--- src/rtl/core/cbsd_pkg.sv ---
// Shared types and constants for the color blob swipe detector.
package cbsd_pkg;

    localparam int FRAME_WIDTH = 1024;

    localparam int HUE_W    = 8;
    localparam int SAT_W    = 8;
    localparam int VAL_W    = 8;
    localparam int COL_W    = 10;
    localparam int AREA_W   = 21;
    localparam int THR_W    = 10;
    localparam int COOL_W   = 8;
    localparam int SUM_W    = 30;
    localparam int CNT_W    = 21;
    localparam int GEST_W   = 2;
    localparam int CFG_IDX_W  = 3;
    localparam int CFG_DATA_W = 21;

    localparam int DIV_STEPS  = SUM_W;
    localparam int DIV_STEP_W = $clog2(DIV_STEPS);

    localparam logic [COL_W-1:0] COL_MAX =
        (FRAME_WIDTH >= (1 << COL_W)) ? {COL_W{1'b1}} : COL_W'(FRAME_WIDTH - 1);

    localparam logic [HUE_W-1:0]  HUE_LOW_RST  = 8'd90;
    localparam logic [HUE_W-1:0]  HUE_HIGH_RST = 8'd130;
    localparam logic [SAT_W-1:0]  SAT_LOW_RST  = 8'd50;
    localparam logic [VAL_W-1:0]  VAL_LOW_RST  = 8'd50;
    localparam logic [AREA_W-1:0] MIN_AREA_RST = 21'd500;
    localparam logic [THR_W-1:0]  THR_RST      = 10'd40;
    localparam logic [COOL_W-1:0] COOL_RST     = 8'd20;

    typedef enum logic [CFG_IDX_W-1:0] {
        CFG_HUE_LOW     = 3'd0,
        CFG_HUE_HIGH    = 3'd1,
        CFG_SAT_LOW     = 3'd2,
        CFG_VAL_LOW     = 3'd3,
        CFG_MIN_AREA    = 3'd4,
        CFG_SWIPE_THR   = 3'd5,
        CFG_COOLDOWN    = 3'd6
    } cfg_index_t;

    typedef enum logic [GEST_W-1:0] {
        GEST_NONE = 2'd0,
        GEST_NEXT = 2'd1,
        GEST_PREV = 2'd2
    } gesture_t;

    typedef enum logic [1:0] {
        ST_ACCUM  = 2'd0,
        ST_CHECK  = 2'd1,
        ST_DIVIDE = 2'd2,
        ST_DONE   = 2'd3
    } state_t;

    typedef struct packed {
        logic pixel_ready;
        logic div_load;
        logic div_step;
        logic commit;
    } cmd_t;

    typedef struct packed {
        logic last_fire;
        logic seen;
        logic div_done;
        logic out_free;
    } status_t;

endpackage

--- src/rtl/core/cbsd_pixel_if.sv ---
// Pixel input channel: valid/ready handshake with HSV pixel payload.
interface cbsd_pixel_if;
    logic                         valid;
    logic                         ready;
    logic [cbsd_pkg::HUE_W-1:0]   hue;
    logic [cbsd_pkg::SAT_W-1:0]   saturation;
    logic [cbsd_pkg::VAL_W-1:0]   brightness;
    logic [cbsd_pkg::COL_W-1:0]   column;
    logic                         frame_end;

    modport source (output valid, hue, saturation, brightness, column, frame_end,
                    input ready);
    modport sink   (input valid, hue, saturation, brightness, column, frame_end,
                    output ready);
endinterface

--- src/rtl/core/cbsd_result_if.sv ---
// Result output channel: valid/ready handshake with per-frame gesture payload.
interface cbsd_result_if;
    logic                         valid;
    logic                         ready;
    logic [cbsd_pkg::GEST_W-1:0]  gesture;
    logic                         marker_seen;
    logic [cbsd_pkg::COL_W-1:0]   centroid;

    modport source (output valid, gesture, marker_seen, centroid, input ready);
    modport sink   (input valid, gesture, marker_seen, centroid, output ready);
endinterface

--- src/rtl/core/cbsd_ctrl.sv ---
// Frame sequencer: accumulate, area check, centroid divide, commit.
module cbsd_ctrl
(
    input  logic              clk,
    input  logic              rst_n,
    input  cbsd_pkg::status_t status,
    output cbsd_pkg::cmd_t    cmd,
    output cbsd_pkg::state_t  state
);

    cbsd_pkg::state_t state_reg;
    cbsd_pkg::state_t state_next;

    always_ff @(posedge clk or negedge rst_n)
    begin
        if (!rst_n)
        begin
            state_reg <= cbsd_pkg::ST_ACCUM;
        end
        else
        begin
            state_reg <= state_next;
        end
    end

    always_comb
    begin
        state_next = state_reg;
        cmd        = '0;
        unique case (state_reg)
            cbsd_pkg::ST_ACCUM:
            begin
                cmd.pixel_ready = 1'b1;
                if (status.last_fire)
                begin
                    state_next = cbsd_pkg::ST_CHECK;
                end
            end
            cbsd_pkg::ST_CHECK:
            begin
                if (status.seen)
                begin
                    cmd.div_load = 1'b1;
                    state_next   = cbsd_pkg::ST_DIVIDE;
                end
                else
                begin
                    state_next = cbsd_pkg::ST_DONE;
                end
            end
            cbsd_pkg::ST_DIVIDE:
            begin
                cmd.div_step = 1'b1;
                if (status.div_done)
                begin
                    state_next = cbsd_pkg::ST_DONE;
                end
            end
            cbsd_pkg::ST_DONE:
            begin
                if (status.out_free)
                begin
                    cmd.commit = 1'b1;
                    state_next = cbsd_pkg::ST_ACCUM;
                end
            end
            default:
            begin
                state_next = cbsd_pkg::ST_ACCUM;
            end
        endcase
    end

    assign state = state_reg;

endmodule

--- src/rtl/core/cbsd_datapath.sv ---
// Datapath: config registers, pixel accumulators, serial divider, swipe logic.
module cbsd_datapath
(
    input  logic                                clk,
    input  logic                                rst_n,
    cbsd_pixel_if.sink                          pixel,
    cbsd_result_if.source                       result,
    input  logic                                cfg_we,
    input  logic [cbsd_pkg::CFG_IDX_W-1:0]      cfg_index,
    input  logic [cbsd_pkg::CFG_DATA_W-1:0]     cfg_data,
    input  cbsd_pkg::cmd_t                      cmd,
    output cbsd_pkg::status_t                   status
);

    localparam int SW = cbsd_pkg::SUM_W;
    localparam int CW = cbsd_pkg::CNT_W;

    // configuration
    logic [cbsd_pkg::HUE_W-1:0]  hue_low_reg;
    logic [cbsd_pkg::HUE_W-1:0]  hue_high_reg;
    logic [cbsd_pkg::SAT_W-1:0]  sat_low_reg;
    logic [cbsd_pkg::VAL_W-1:0]  val_low_reg;
    logic [cbsd_pkg::AREA_W-1:0] min_area_reg;
    logic [cbsd_pkg::THR_W-1:0]  thr_reg;
    logic [cbsd_pkg::COOL_W-1:0] cool_frames_reg;

    // tracking state
    logic [SW-1:0]               sum_reg,  sum_next;
    logic [CW-1:0]               count_reg, count_next;
    logic [cbsd_pkg::COL_W-1:0]  last_center_reg;
    logic                        last_valid_reg;
    logic [cbsd_pkg::COOL_W-1:0] cooldown_reg, cooldown_next;

    // divider
    logic [CW-1:0]                    rem_reg;
    logic [SW-1:0]                    quo_reg;
    logic [cbsd_pkg::DIV_STEP_W-1:0]  step_reg;
    logic [CW:0]                      rem_shift;
    logic [CW+1:0]                    rem_sub;

    // output register
    logic                        out_valid_reg;
    logic [cbsd_pkg::GEST_W-1:0] gesture_reg;
    logic                        seen_reg;
    logic [cbsd_pkg::COL_W-1:0]  centroid_reg;

    logic                        fire;
    logic                        match;
    logic [cbsd_pkg::COL_W-1:0]  col_clamped;
    logic [SW:0]                 sum_add;
    logic                        seen;
    logic [cbsd_pkg::COL_W-1:0]  center;
    logic signed [cbsd_pkg::COL_W+1:0] diff;
    logic signed [cbsd_pkg::COL_W+1:0] thr_s;
    logic                        swipe_ok;
    logic                        go_next;
    logic                        go_prev;
    logic [cbsd_pkg::COOL_W-1:0] cool_loaded;
    cbsd_pkg::gesture_t          gesture_next;

    assign pixel.ready = cmd.pixel_ready;
    assign fire        = pixel.valid && cmd.pixel_ready;

    always_ff @(posedge clk or negedge rst_n)
    begin
        if (!rst_n)
        begin
            hue_low_reg     <= cbsd_pkg::HUE_LOW_RST;
            hue_high_reg    <= cbsd_pkg::HUE_HIGH_RST;
            sat_low_reg     <= cbsd_pkg::SAT_LOW_RST;
            val_low_reg     <= cbsd_pkg::VAL_LOW_RST;
            min_area_reg    <= cbsd_pkg::MIN_AREA_RST;
            thr_reg         <= cbsd_pkg::THR_RST;
            cool_frames_reg <= cbsd_pkg::COOL_RST;
        end
        else if (cfg_we)
        begin
            unique case (cfg_index)
                cbsd_pkg::CFG_HUE_LOW:   hue_low_reg     <= cfg_data[cbsd_pkg::HUE_W-1:0];
                cbsd_pkg::CFG_HUE_HIGH:  hue_high_reg    <= cfg_data[cbsd_pkg::HUE_W-1:0];
                cbsd_pkg::CFG_SAT_LOW:   sat_low_reg     <= cfg_data[cbsd_pkg::SAT_W-1:0];
                cbsd_pkg::CFG_VAL_LOW:   val_low_reg     <= cfg_data[cbsd_pkg::VAL_W-1:0];
                cbsd_pkg::CFG_MIN_AREA:  min_area_reg    <= cfg_data[cbsd_pkg::AREA_W-1:0];
                cbsd_pkg::CFG_SWIPE_THR: thr_reg         <= cfg_data[cbsd_pkg::THR_W-1:0];
                cbsd_pkg::CFG_COOLDOWN:  cool_frames_reg <= cfg_data[cbsd_pkg::COOL_W-1:0];
                default:
                begin
                end
            endcase
        end
    end

    // pixel classification and saturating accumulation
    always_comb
    begin
        match = (pixel.hue >= hue_low_reg) && (pixel.hue <= hue_high_reg) &&
                (pixel.saturation >= sat_low_reg) && (pixel.brightness >= val_low_reg);
        col_clamped = (pixel.column > cbsd_pkg::COL_MAX) ? cbsd_pkg::COL_MAX
                                                         : pixel.column;
        sum_add = {1'b0, sum_reg} + (SW+1)'(col_clamped);
        sum_next   = sum_reg;
        count_next = count_reg;
        if (cmd.commit)
        begin
            sum_next   = '0;
            count_next = '0;
        end
        else if (fire && match)
        begin
            sum_next   = sum_add[SW] ? {SW{1'b1}} : sum_add[SW-1:0];
            count_next = (&count_reg) ? count_reg : count_reg + CW'(1);
        end
    end

    // restoring divider, one quotient bit per cycle
    assign rem_shift = {rem_reg, quo_reg[SW-1]};
    assign rem_sub   = {1'b0, rem_shift} - {2'b00, count_reg};

    always_ff @(posedge clk)
    begin
        if (cmd.div_load)
        begin
            rem_reg  <= '0;
            quo_reg  <= sum_reg;
            step_reg <= '0;
        end
        else if (cmd.div_step)
        begin
            if (!rem_sub[CW+1])
            begin
                rem_reg <= rem_sub[CW-1:0];
            end
            else
            begin
                rem_reg <= rem_shift[CW-1:0];
            end
            quo_reg  <= {quo_reg[SW-2:0], !rem_sub[CW+1]};
            step_reg <= step_reg + cbsd_pkg::DIV_STEP_W'(1);
        end
    end

    // frame-end decision
    always_comb
    begin
        seen = count_reg > CW'(min_area_reg);
        if (!seen)
        begin
            center = '0;
        end
        else if (|quo_reg[SW-1:cbsd_pkg::COL_W])
        begin
            center = {cbsd_pkg::COL_W{1'b1}};
        end
        else
        begin
            center = quo_reg[cbsd_pkg::COL_W-1:0];
        end
        diff     = $signed({2'b00, center}) - $signed({2'b00, last_center_reg});
        thr_s    = $signed({2'b00, thr_reg});
        swipe_ok = seen && last_valid_reg && (cooldown_reg == '0);
        go_next  = swipe_ok && (diff > thr_s);
        go_prev  = swipe_ok && (diff < -thr_s);
        priority if (go_next)
        begin
            gesture_next = cbsd_pkg::GEST_NEXT;
        end
        else if (go_prev)
        begin
            gesture_next = cbsd_pkg::GEST_PREV;
        end
        else
        begin
            gesture_next = cbsd_pkg::GEST_NONE;
        end
        cool_loaded   = (go_next || go_prev) ? cool_frames_reg : cooldown_reg;
        cooldown_next = (cool_loaded != '0) ? cool_loaded - cbsd_pkg::COOL_W'(1)
                                            : cool_loaded;
    end

    always_ff @(posedge clk or negedge rst_n)
    begin
        if (!rst_n)
        begin
            sum_reg         <= '0;
            count_reg       <= '0;
            last_center_reg <= '0;
            last_valid_reg  <= 1'b0;
            cooldown_reg    <= '0;
            out_valid_reg   <= 1'b0;
        end
        else
        begin
            sum_reg   <= sum_next;
            count_reg <= count_next;
            if (cmd.commit)
            begin
                cooldown_reg <= cooldown_next;
                if (seen)
                begin
                    last_center_reg <= center;
                    last_valid_reg  <= 1'b1;
                end
                out_valid_reg <= 1'b1;
            end
            else if (result.ready)
            begin
                out_valid_reg <= 1'b0;
            end
        end
    end

    always_ff @(posedge clk)
    begin
        if (cmd.commit)
        begin
            gesture_reg  <= gesture_next;
            seen_reg     <= seen;
            centroid_reg <= center;
        end
    end

    assign result.valid       = out_valid_reg;
    assign result.gesture     = gesture_reg;
    assign result.marker_seen = seen_reg;
    assign result.centroid    = centroid_reg;

    assign status.last_fire = fire && pixel.frame_end;
    assign status.seen      = seen;
    assign status.div_done  = step_reg == cbsd_pkg::DIV_STEP_W'(cbsd_pkg::DIV_STEPS - 1);
    assign status.out_free  = !out_valid_reg || result.ready;

endmodule

--- src/rtl/core/color_blob_swipe_detector_top.sv ---
// Color blob swipe detector: per-frame marker centroid and left/right swipe.
// Throughput: one pixel beat per cycle inside a frame.
// Frame end: a last-pixel beat with a centroid has its result valid after
//   area check, restoring divide and commit; without a marker, area check and commit.
//   Pixel input stalls during that time and while the prior result is untaken.
// Reset (rst_n, async low): registers to defaults, accumulators, history clear.
module color_blob_swipe_detector_top
(
    input  logic                                clk,
    input  logic                                rst_n,
    cbsd_pixel_if.sink                          pixel,
    cbsd_result_if.source                       result,
    input  logic                                cfg_we,
    input  logic [cbsd_pkg::CFG_IDX_W-1:0]      cfg_index,
    input  logic [cbsd_pkg::CFG_DATA_W-1:0]     cfg_data
);

    cbsd_pkg::cmd_t    cmd;
    cbsd_pkg::status_t status;
    cbsd_pkg::state_t  state;

    // Sequencer: owns the frame-end flow and gates pixel ready.
    cbsd_ctrl u_ctrl
    (
        .clk    (clk),
        .rst_n  (rst_n),
        .status (status),
        .cmd    (cmd),
        .state  (state)
    );

    // Datapath: accumulation, divide, swipe decision and result register.
    cbsd_datapath u_datapath
    (
        .clk       (clk),
        .rst_n     (rst_n),
        .pixel     (pixel),
        .result    (result),
        .cfg_we    (cfg_we),
        .cfg_index (cfg_index),
        .cfg_data  (cfg_data),
        .cmd       (cmd),
        .status    (status)
    );

    // A result beat appears only on the commit out of the done state,
    // where pixel input is held off.
    a_result_after_stall: assert property (@(posedge clk) disable iff (!rst_n)
        $rose(result.valid) |-> !$past(pixel.ready))
        else $error("result raised without frame-end processing");

    // The last pixel of a frame closes the input until the result commits.
    a_frame_end_stalls: assert property (@(posedge clk) disable iff (!rst_n)
        (pixel.valid && pixel.ready && pixel.frame_end) |=> !pixel.ready)
        else $error("pixel accepted right after frame end");

    // No marker means no gesture and a zero centroid.
    a_no_marker_quiet: assert property (@(posedge clk) disable iff (!rst_n)
        (result.valid && !result.marker_seen) |->
            (result.gesture == cbsd_pkg::GEST_NONE && result.centroid == '0))
        else $error("gesture or centroid reported without a marker");

    // Division only runs while the input is closed.
    a_divide_closed: assert property (@(posedge clk) disable iff (!rst_n)
        (state == cbsd_pkg::ST_DIVIDE) |-> (!pixel.ready && !result.valid ||
                                            !pixel.ready))
        else $error("pixel input open during divide");

endmodule

--- src/flat_wrapper.sv ---
// flat-port wrapper written by rule: the top's interface ports become plain ports
module color_blob_swipe_detector_top_flat 
  (clk, rst_n, cfg_we, cfg_index, cfg_data, pixel_valid, pixel_hue, pixel_saturation, pixel_brightness, pixel_column, pixel_frame_end, pixel_ready, result_valid, result_gesture, result_marker_seen, result_centroid, result_ready);
  cbsd_pixel_if pixel_i ();
  cbsd_result_if result_i ();
  input  logic clk;
  input  logic rst_n;
  input  logic cfg_we;
  input  logic [cbsd_pkg::CFG_IDX_W-1:0] cfg_index;
  input  logic [cbsd_pkg::CFG_DATA_W-1:0] cfg_data;
  input wire logic [$bits(pixel_i.valid)-1:0] pixel_valid;
  input wire logic [$bits(pixel_i.hue)-1:0] pixel_hue;
  input wire logic [$bits(pixel_i.saturation)-1:0] pixel_saturation;
  input wire logic [$bits(pixel_i.brightness)-1:0] pixel_brightness;
  input wire logic [$bits(pixel_i.column)-1:0] pixel_column;
  input wire logic [$bits(pixel_i.frame_end)-1:0] pixel_frame_end;
  output wire logic [$bits(pixel_i.ready)-1:0] pixel_ready;
  output wire logic [$bits(result_i.valid)-1:0] result_valid;
  output wire logic [$bits(result_i.gesture)-1:0] result_gesture;
  output wire logic [$bits(result_i.marker_seen)-1:0] result_marker_seen;
  output wire logic [$bits(result_i.centroid)-1:0] result_centroid;
  input wire logic [$bits(result_i.ready)-1:0] result_ready;
  assign pixel_i.valid = pixel_valid;
  assign pixel_i.hue = pixel_hue;
  assign pixel_i.saturation = pixel_saturation;
  assign pixel_i.brightness = pixel_brightness;
  assign pixel_i.column = pixel_column;
  assign pixel_i.frame_end = pixel_frame_end;
  assign pixel_ready = pixel_i.ready;
  assign result_valid = result_i.valid;
  assign result_gesture = result_i.gesture;
  assign result_marker_seen = result_i.marker_seen;
  assign result_centroid = result_i.centroid;
  assign result_i.ready = result_ready;
  color_blob_swipe_detector_top u_core (.clk(clk), .rst_n(rst_n), .pixel(pixel_i), .result(result_i), .cfg_we(cfg_we), .cfg_index(cfg_index), .cfg_data(cfg_data));
endmodule
--- config.mk ---
export PLATFORM = sky130hd
export DESIGN_NAME = color_blob_swipe_detector_top_flat
export DESIGN_NICKNAME = d
export VERILOG_FILES = /design/src/rtl/core/cbsd_pkg.sv /design/src/rtl/core/cbsd_pixel_if.sv /design/src/rtl/core/cbsd_result_if.sv /design/src/rtl/core/cbsd_ctrl.sv /design/src/rtl/core/cbsd_datapath.sv /design/src/rtl/core/color_blob_swipe_detector_top.sv /design/src/flat_wrapper.sv
export SDC_FILE = /design/constraint.sdc
export NUM_CORES = 1
export LEC_CHECK = 0
export ABC_AREA = 0
export BUFFER_PORTS_ARGS = -buffer_cell sky130_fd_sc_hd__buf_2
export CORE_MARGIN = 1.5
export CORE_UTILIZATION = 27
export DETAILED_ROUTE_END_ITERATION = 16
export PLACE_DENSITY_LB_ADDON = 0.2
export SLEW_MARGIN = 25
export SYNTH_ARGS = -nofsm -noshare
export SYNTH_HDL_FRONTEND = slang
export SYNTH_HIERARCHICAL = 1
export SYNTH_SLANG_ARGS = --single-unit
export TNS_END_PERCENT = 50
--- constraint.sdc ---
create_clock -name clk -period 14.3 [get_ports clk]
set_clock_uncertainty 0.1 [all_clocks]
set_input_delay 2.86 -clock clk [delete_from_list [all_inputs] [get_ports clk]]
set_output_delay 2.86 -clock clk [all_outputs]
set_load 0.02 [all_outputs]
* After elaboration in Yosys (flattened, before gate mapping)
Index checks and enable logic that the tools add are counted.
Widths: inputs -> output; s select.
** Word-level totals
- Register bits :: 213
- Input bits :: 64
- Output and inout bits :: 15
- Word-level logic and storage cells :: 110
** Operators by class
- $add $sub $neg :: 7
- Magnitude comparators :: 8
- Eq/ne operators :: 14
- Mux-type cells :: 28
- Reductions and logical operators :: 33
** Operators with widths (count)
- $mux 30 :: 5
- $mux 21 :: 4
- $add 30x10->31 :: 1
- $mux 10 :: 3
- $ge 8x8->1 :: 3
- $sub 22x21->23 :: 1
- $add 21x1->21 const B :: 1
- $gt 21x21->1 :: 1
- $reduce_and 21->1 :: 1
- $reduce_or 20->1 :: 1
- $reduce_and 2->1 :: 9
- $mux 8 :: 2
- $lt 11x12->1 :: 1
- $neg 10->12 :: 1
- $gt 11x11->1 :: 1
- $sub 10x10->11 :: 1
- $gt 10x10->1 const B :: 1
- $logic_and 1x1->1 :: 10
- $eq 3x3->1 const B :: 3
- $mux 1 :: 9
- $le 8x8->1 :: 1
- $logic_not 8->1 :: 1
- $mux 2 :: 4
- $ne 2x1->1 const B :: 4
- 15 further kinds :: 21

* Longest topological paths before layout
- Depth in word-level cells :: 10
- Mapped depth :: 34
- Depth with buffers taken out :: 32

* Modules after synthesis
The synthesis kept the hierarchy.
** Modules (own cells, without submodules)
- cbsd_datapath :: instances 1, cells each 1432, area each 13436.6 um2, seq. area each 5392.7 um2
- cbsd_ctrl :: instances 1, cells each 19, area each 201.4 um2, seq. area each 50.0 um2

* Worst setup path after synthesis
No wires, ideal clock.
- Kind :: register to register
- Start point :: register u_core/u_datapath/min_area_reg[8] (netlist name)
- End point :: register u_core/u_datapath/cooldown_reg[1] (netlist name)
- Setup time :: 0.121 ns
- Arrival time :: 6.647 ns
- Slack :: 7.432 ns
- Cell stages (with the launch flop) :: 32
- Buffers on the path :: 2
- Period minus slack after synthesis :: 6.868 ns
- Path through :: dfstp_2 inv_1 ha_1 a21oi_1 o21ai_0 a221oi_1 a21boi_0 o21ai_0 clkbuf_1 nor2_1 ha_1 nor2b_1 o21ai_0 a21boi_0 o21ai_0 a21boi_0 o21ai_0 or4b_2 o211ai_1 ha_1 and3_1 a221oi_1 a22oi_1 a22oi_2 buf_4 nor2_1 a21oi_1 ha_1 nor4b_1 o31ai_4 a211o_1 a22o_1
** On the way
- Word-level cells in the longest chain between the ends :: 9
** Ends and longest elaborated chain
- start, declared :: RTL line cbsd_datapath.sv:23 : logic [cbsd_pkg::AREA_W-1:0] min_area_reg;
- start signal, assigned :: RTL line cbsd_datapath.sv:72 : min_area_reg <= cbsd_pkg::MIN_AREA_RST;
- start signal, assigned :: RTL line cbsd_datapath.sv:83 : cbsd_pkg::CFG_MIN_AREA: min_area_reg <= cfg_data[cbsd_pkg::AREA_W-1:0];
- $gt 21x21->1 (*) :: RTL line cbsd_datapath.sv:145 : seen = count_reg > CW'(min_area_reg);
- $mux 10 (*) :: RTL line cbsd_datapath.sv:146 : if (!seen)
- named net u_core.u_datapath.center (one bit) :: RTL line cbsd_datapath.sv:52 : logic [cbsd_pkg::COL_W-1:0] center;
- $sub 10x10->11 (*) :: RTL line cbsd_datapath.sv:158 : diff = $signed({2'b00, center}) - $signed({2'b00, last_center_reg});
- $lt 11x12->1 or $gt 11x11->1 (tied branches) :: RTL line cbsd_datapath.sv:162, cbsd_datapath.sv:161
- $logic_and 1x1->1 (on tied branches) :: RTL line cbsd_datapath.sv:162, cbsd_datapath.sv:161
- $logic_or 1x1->1 (*) :: RTL line cbsd_datapath.sv:175 : cool_loaded = (go_next || go_prev) ? cool_frames_reg : cooldown_reg;
- $mux 8 (*) :: RTL line cbsd_datapath.sv:175
- $sub 8x1->8 or $reduce_bool 8->1 (tied branches) :: RTL line cbsd_datapath.sv:176 : cooldown_next = (cool_loaded != '0) ? cool_loaded - cbsd_pkg::COOL_W'(1)
- $mux 8 (*) :: RTL line cbsd_datapath.sv:176
- end signal, assigned :: RTL line cbsd_datapath.sv:197 : cooldown_reg <= cooldown_next;
- end, declared :: RTL line cbsd_datapath.sv:32 : logic [cbsd_pkg::COOL_W-1:0] cooldown_reg, cooldown_next;
The timed path passes the listed nets; every way through them passes the cells marked *.
A chain may end at the register's enable or synchronous reset.

==> metrics.txt <==
number of nets in the layout=1698; worst-path fanout max=11; DRC violation count after routing=0; final slew viol count=0; final weighted congestion in routability-driven placement=0.8205; total clock buffers created by CTS=27; CTS tree=yes; number of H-tree levels=1; Most used DFF post-synth=dfrtp_1; switching portion of total power=37.10%; Final HPWL DP=26.92 mm; number of register bits inferred by synthesis=213; register area share after synthesis=roughly two fifths; final hold violation count=0; most common cell type on the critical path=o21ai_0; via count normalized by instance count=about 4.9; Crit Reg-Reg Endpoint=u_core/u_datapath/cooldown_reg[1]$_DFFE_PN0P_; Bufs and invs on worst path=2; cells after synthesis=~1500; met2 usage in global routing=23.52%; ys async rst share=67.61%; WP data arrival=8.50 ns; cells on worst reg2reg path=31; fraction of layout instances using a drive strength above 1=17.56%; max-cap check violation count=0; fraction of the cycle the final worst path needs=57.18%; share of total power in sequential cells=34.0%; Fmax achieved=between 100 and 150 MHz; post-synthesis xor/xnor area fraction=2.248%; combinational family with the most area after synthesis=simple AND/OR/NAND/NOR gates; pin count of the biggest net entering global routing=87; crit path max-delay cell type=or4b_2; number of global-route vias before repair=~11000; post-synthesis mux area share=6.284%; most congested layer reported by global routing=met2; Register-to-Register Setup Slack=6.12 ns; hold-fix buffer count after cts=0; initial cell density of the core=a little over a quarter; switching power summed over all nets=1.007 mW; CTS sink count=213; Worst Hold Depth=1; Placeable Area=0.04997 mm²; global routing usage summed across all routing layers=between 10% and 20%; total internal power=1.708 mW; total grt overflow=0; antenna diode count=0; EDFF count, synth=43; total power density per cell area=173.6 mW/mm²; largest delay contributor family on the critical path=compound AO/OA/AOI/OAI gates; number of resized instances in the post-cts repair step=0; mapped cell area=0.01364 mm²; Final setup violation count=0; arithmetic-cell share of the synthesized area counting full adders, half adders and majority gates=between 10% and 20%; critical register-to-register path startpoint=u_core/u_datapath/min_area_reg[6]$_DFFE_PN1P_; number of antenna violations at the first check in global routing=0; count of yosys warnings during synthesis=6; data required time of the critical path=14.62 ns; number of search-and-repair iterations in the first detailed-routing pass=5; clock transition at the registers of the reported paths=0.06 ns; Worst Setup Path Type=reg -> reg; leakage=6.653 nW; Die Height=approximately 230 µm; wire length of the first global-routing pass=between 60 and 70 mm; number of buffer cells added on primary ports=78; worst rel slew slack=between 30% and 40%; compound-cell area share of the yosys netlist=about 16%; count of standard-cell rows=between 80 and 90; delay of the slowest critical-path stage=0.60 ns; clock root buffer=clkbuf_16; Die X-Extent=227.7 µm; worst vdd rail ir drop=0.00007891 V; number of nets still failing antenna checks after routing=0; drt wl/cell=roughly 17 µm; time the worst path needs with I/O delays and setup=8.177 ns; kind of path behind the tightest hold check=reg -> reg; distinct cell type count of the synthesized netlist=92; nature of the critical path endpoint=flop; Clk network pwr share=26.6%; area of the die=0.05187 mm²; slew of the pin with the lowest slew margin=0.9623 ns; io pins=79; worst-case hold path end point=u_core/u_datapath/last_valid_reg$_DFFE_PN0P_; post-synthesis average cell area=9.399 µm²; type of origin of the critical path=flop; met1 track demand over resource=between 10% and 20%; latest clock arrival within the worst-skew pair=0.55 ns; launch point of the critical path=u_core/u_datapath/min_area_reg[6]$_DFFE_PN1P_; post-route setup TNS=0 ns; first-iteration detailed-routing DRC count=603; total wire length after detailed routing=37.17 mm; vias post-DR=approximately 11000; origin of the worst min-delay path=u_core/u_datapath/last_valid_reg$_DFFE_PN0P_; outcome=completed; setup repair after global routing missed its margin=no; Post-Syn Nets=1643; global-route track usage on met3=2.038%; Area growth syn-to-layout=14.66%; overall power consumption=2.715 mW; simple logic cell fraction of the synthesized area=about 17%; post-CTS setup repair buffer count=0; combinational fraction of design power=39.4%; Longest Clk Path Bufs=3
==> through the flow <==
step	worst slack (ns)	hold WS, ns	area, µm²	std cells	utilization (%)
floorplan	7.432	0.3346	13640	1451	-
global placement	6.151	0.3586	14700	2149	29.41
detailed placement	5.891	0.3658	14700	2149	29.41
CTS	5.802	0.3851	15640	2198	31.30
global route	5.220	0.3935	15640	2198	31.30
finish	6.123	0.3792	15640	2198	31.30
==> worst reg2reg max path: cells and delay by family, from the launching register on <==
family          cells  cell delay (ns)
simple gates        6             1.68
compound gates     19             4.50
fa+ha+maj           4             1.03
flops               1             0.52
buf+inv             2             0.22
==> cell usage after synthesis (all sizes together), types with 6 or more instances <==
library cell,instances,area [µm²]
nor2,122,457.9
a21oi,58,294.0
clkbuf,48,180.2
a21o,19,142.6
o211ai,9,72.57
and4,12,106.4
o31ai,14,132.6
xnor2,26,227.7
a211oi,15,112.6
dfrtp,122,3053
o21a,13,97.59
a21boi,7,52.55
mux2,74,837.1
nor4,19,133.9
nor3,34,180.2
and2,10,66.32
and3,19,126.4
o21ai,93,465.4
nand4,17,106.4
ha,125,1564
nand2b,15,101.3
a31oi,7,43.79
a311oi,25,237.7
nand3,30,155.1
nor2b,12,75.07
or4,11,86.33
a22o,8,70.07
buf,16,98.84
dfstp,22,578.1
dfxtp,26,520.5
a41oi,9,78.83
edfxtp,43,1291
nand2,141,539.3
inv,132,495.5
nor4b,6,52.55
or3,13,82.58
xor2,9,78.83
==> power groups by stage <==
stage	sequential, mW	clock (mW)	combinational (mW)
after detailed placement	0.933	0	1.08
after CTS	0.923	0.747	1.08
after global routing	0.945	0.771	1.22
after floorplan	0.908	0	0.826
final	0.922	0.722	1.07
after global placement	0.934	0	1.06
==> layout make-up <==
cell class	count	area, µm²
clock buffers	36	769.5
clock inverters	13	171.4
fillers	5173	34330
inverters	133	499.2
multi-input cells	1041	7427
flip-flops and latches	213	5443
well taps	672	840.8
repair buffers	90	486.7
==> cells by family after synthesis <==
kind of cell | Yosys count
fa+ha+maj | 128
mux | 76
xor+xnor | 35
compound gates | 326
simple gates | 476
flops | 213
buf+inv | 197
==> how the worst max path moves through the flow <==
stage | to | slack [ns] | depth (start not counted)
after global placement | u_core/u_datapath/cooldown_reg[1]$_DFFE_PN0P_ | 6.15 | 28
after floorplan | u_core/u_datapath/cooldown_reg[1]$_DFFE_PN0P_ | 7.43 | 31
after global routing | u_core/u_datapath/cooldown_reg[1]$_DFFE_PN0P_ | 5.22 | 30
after detailed placement | u_core/u_datapath/cooldown_reg[1]$_DFFE_PN0P_ | 5.89 | 30
after CTS | u_core/u_datapath/cooldown_reg[1]$_DFFE_PN0P_ | 5.80 | 30
final | u_core/u_datapath/cooldown_reg[1]$_DFFE_PN0P_ | 6.12 | 31
==> layer usage <==
layer | wire, µm | part of all wire (%)
met2 | 17070 | 46
met4 | 888 | 2.4
met1 | 17630 | 47
met5 | 0 | 0
met3 | 1573 | 4.2
==> cell usage in the layout, fill, tap and decap left out, drive strengths merged, types with 30 or more instances in the layout <==
| cell | instances |
|---|---|
| nand2 | 141 |
| inv | 133 |
| ha | 125 |
| nor2 | 122 |
| dfrtp | 122 |
| o21ai | 93 |
| buf | 90 |
| mux2 | 74 |
| a21oi | 58 |
| edfxtp | 43 |
| clkbuf | 36 |
| nor3 | 34 |
| nand3 | 30 |
No activity file was read; power rests on OpenSTA's default activity.
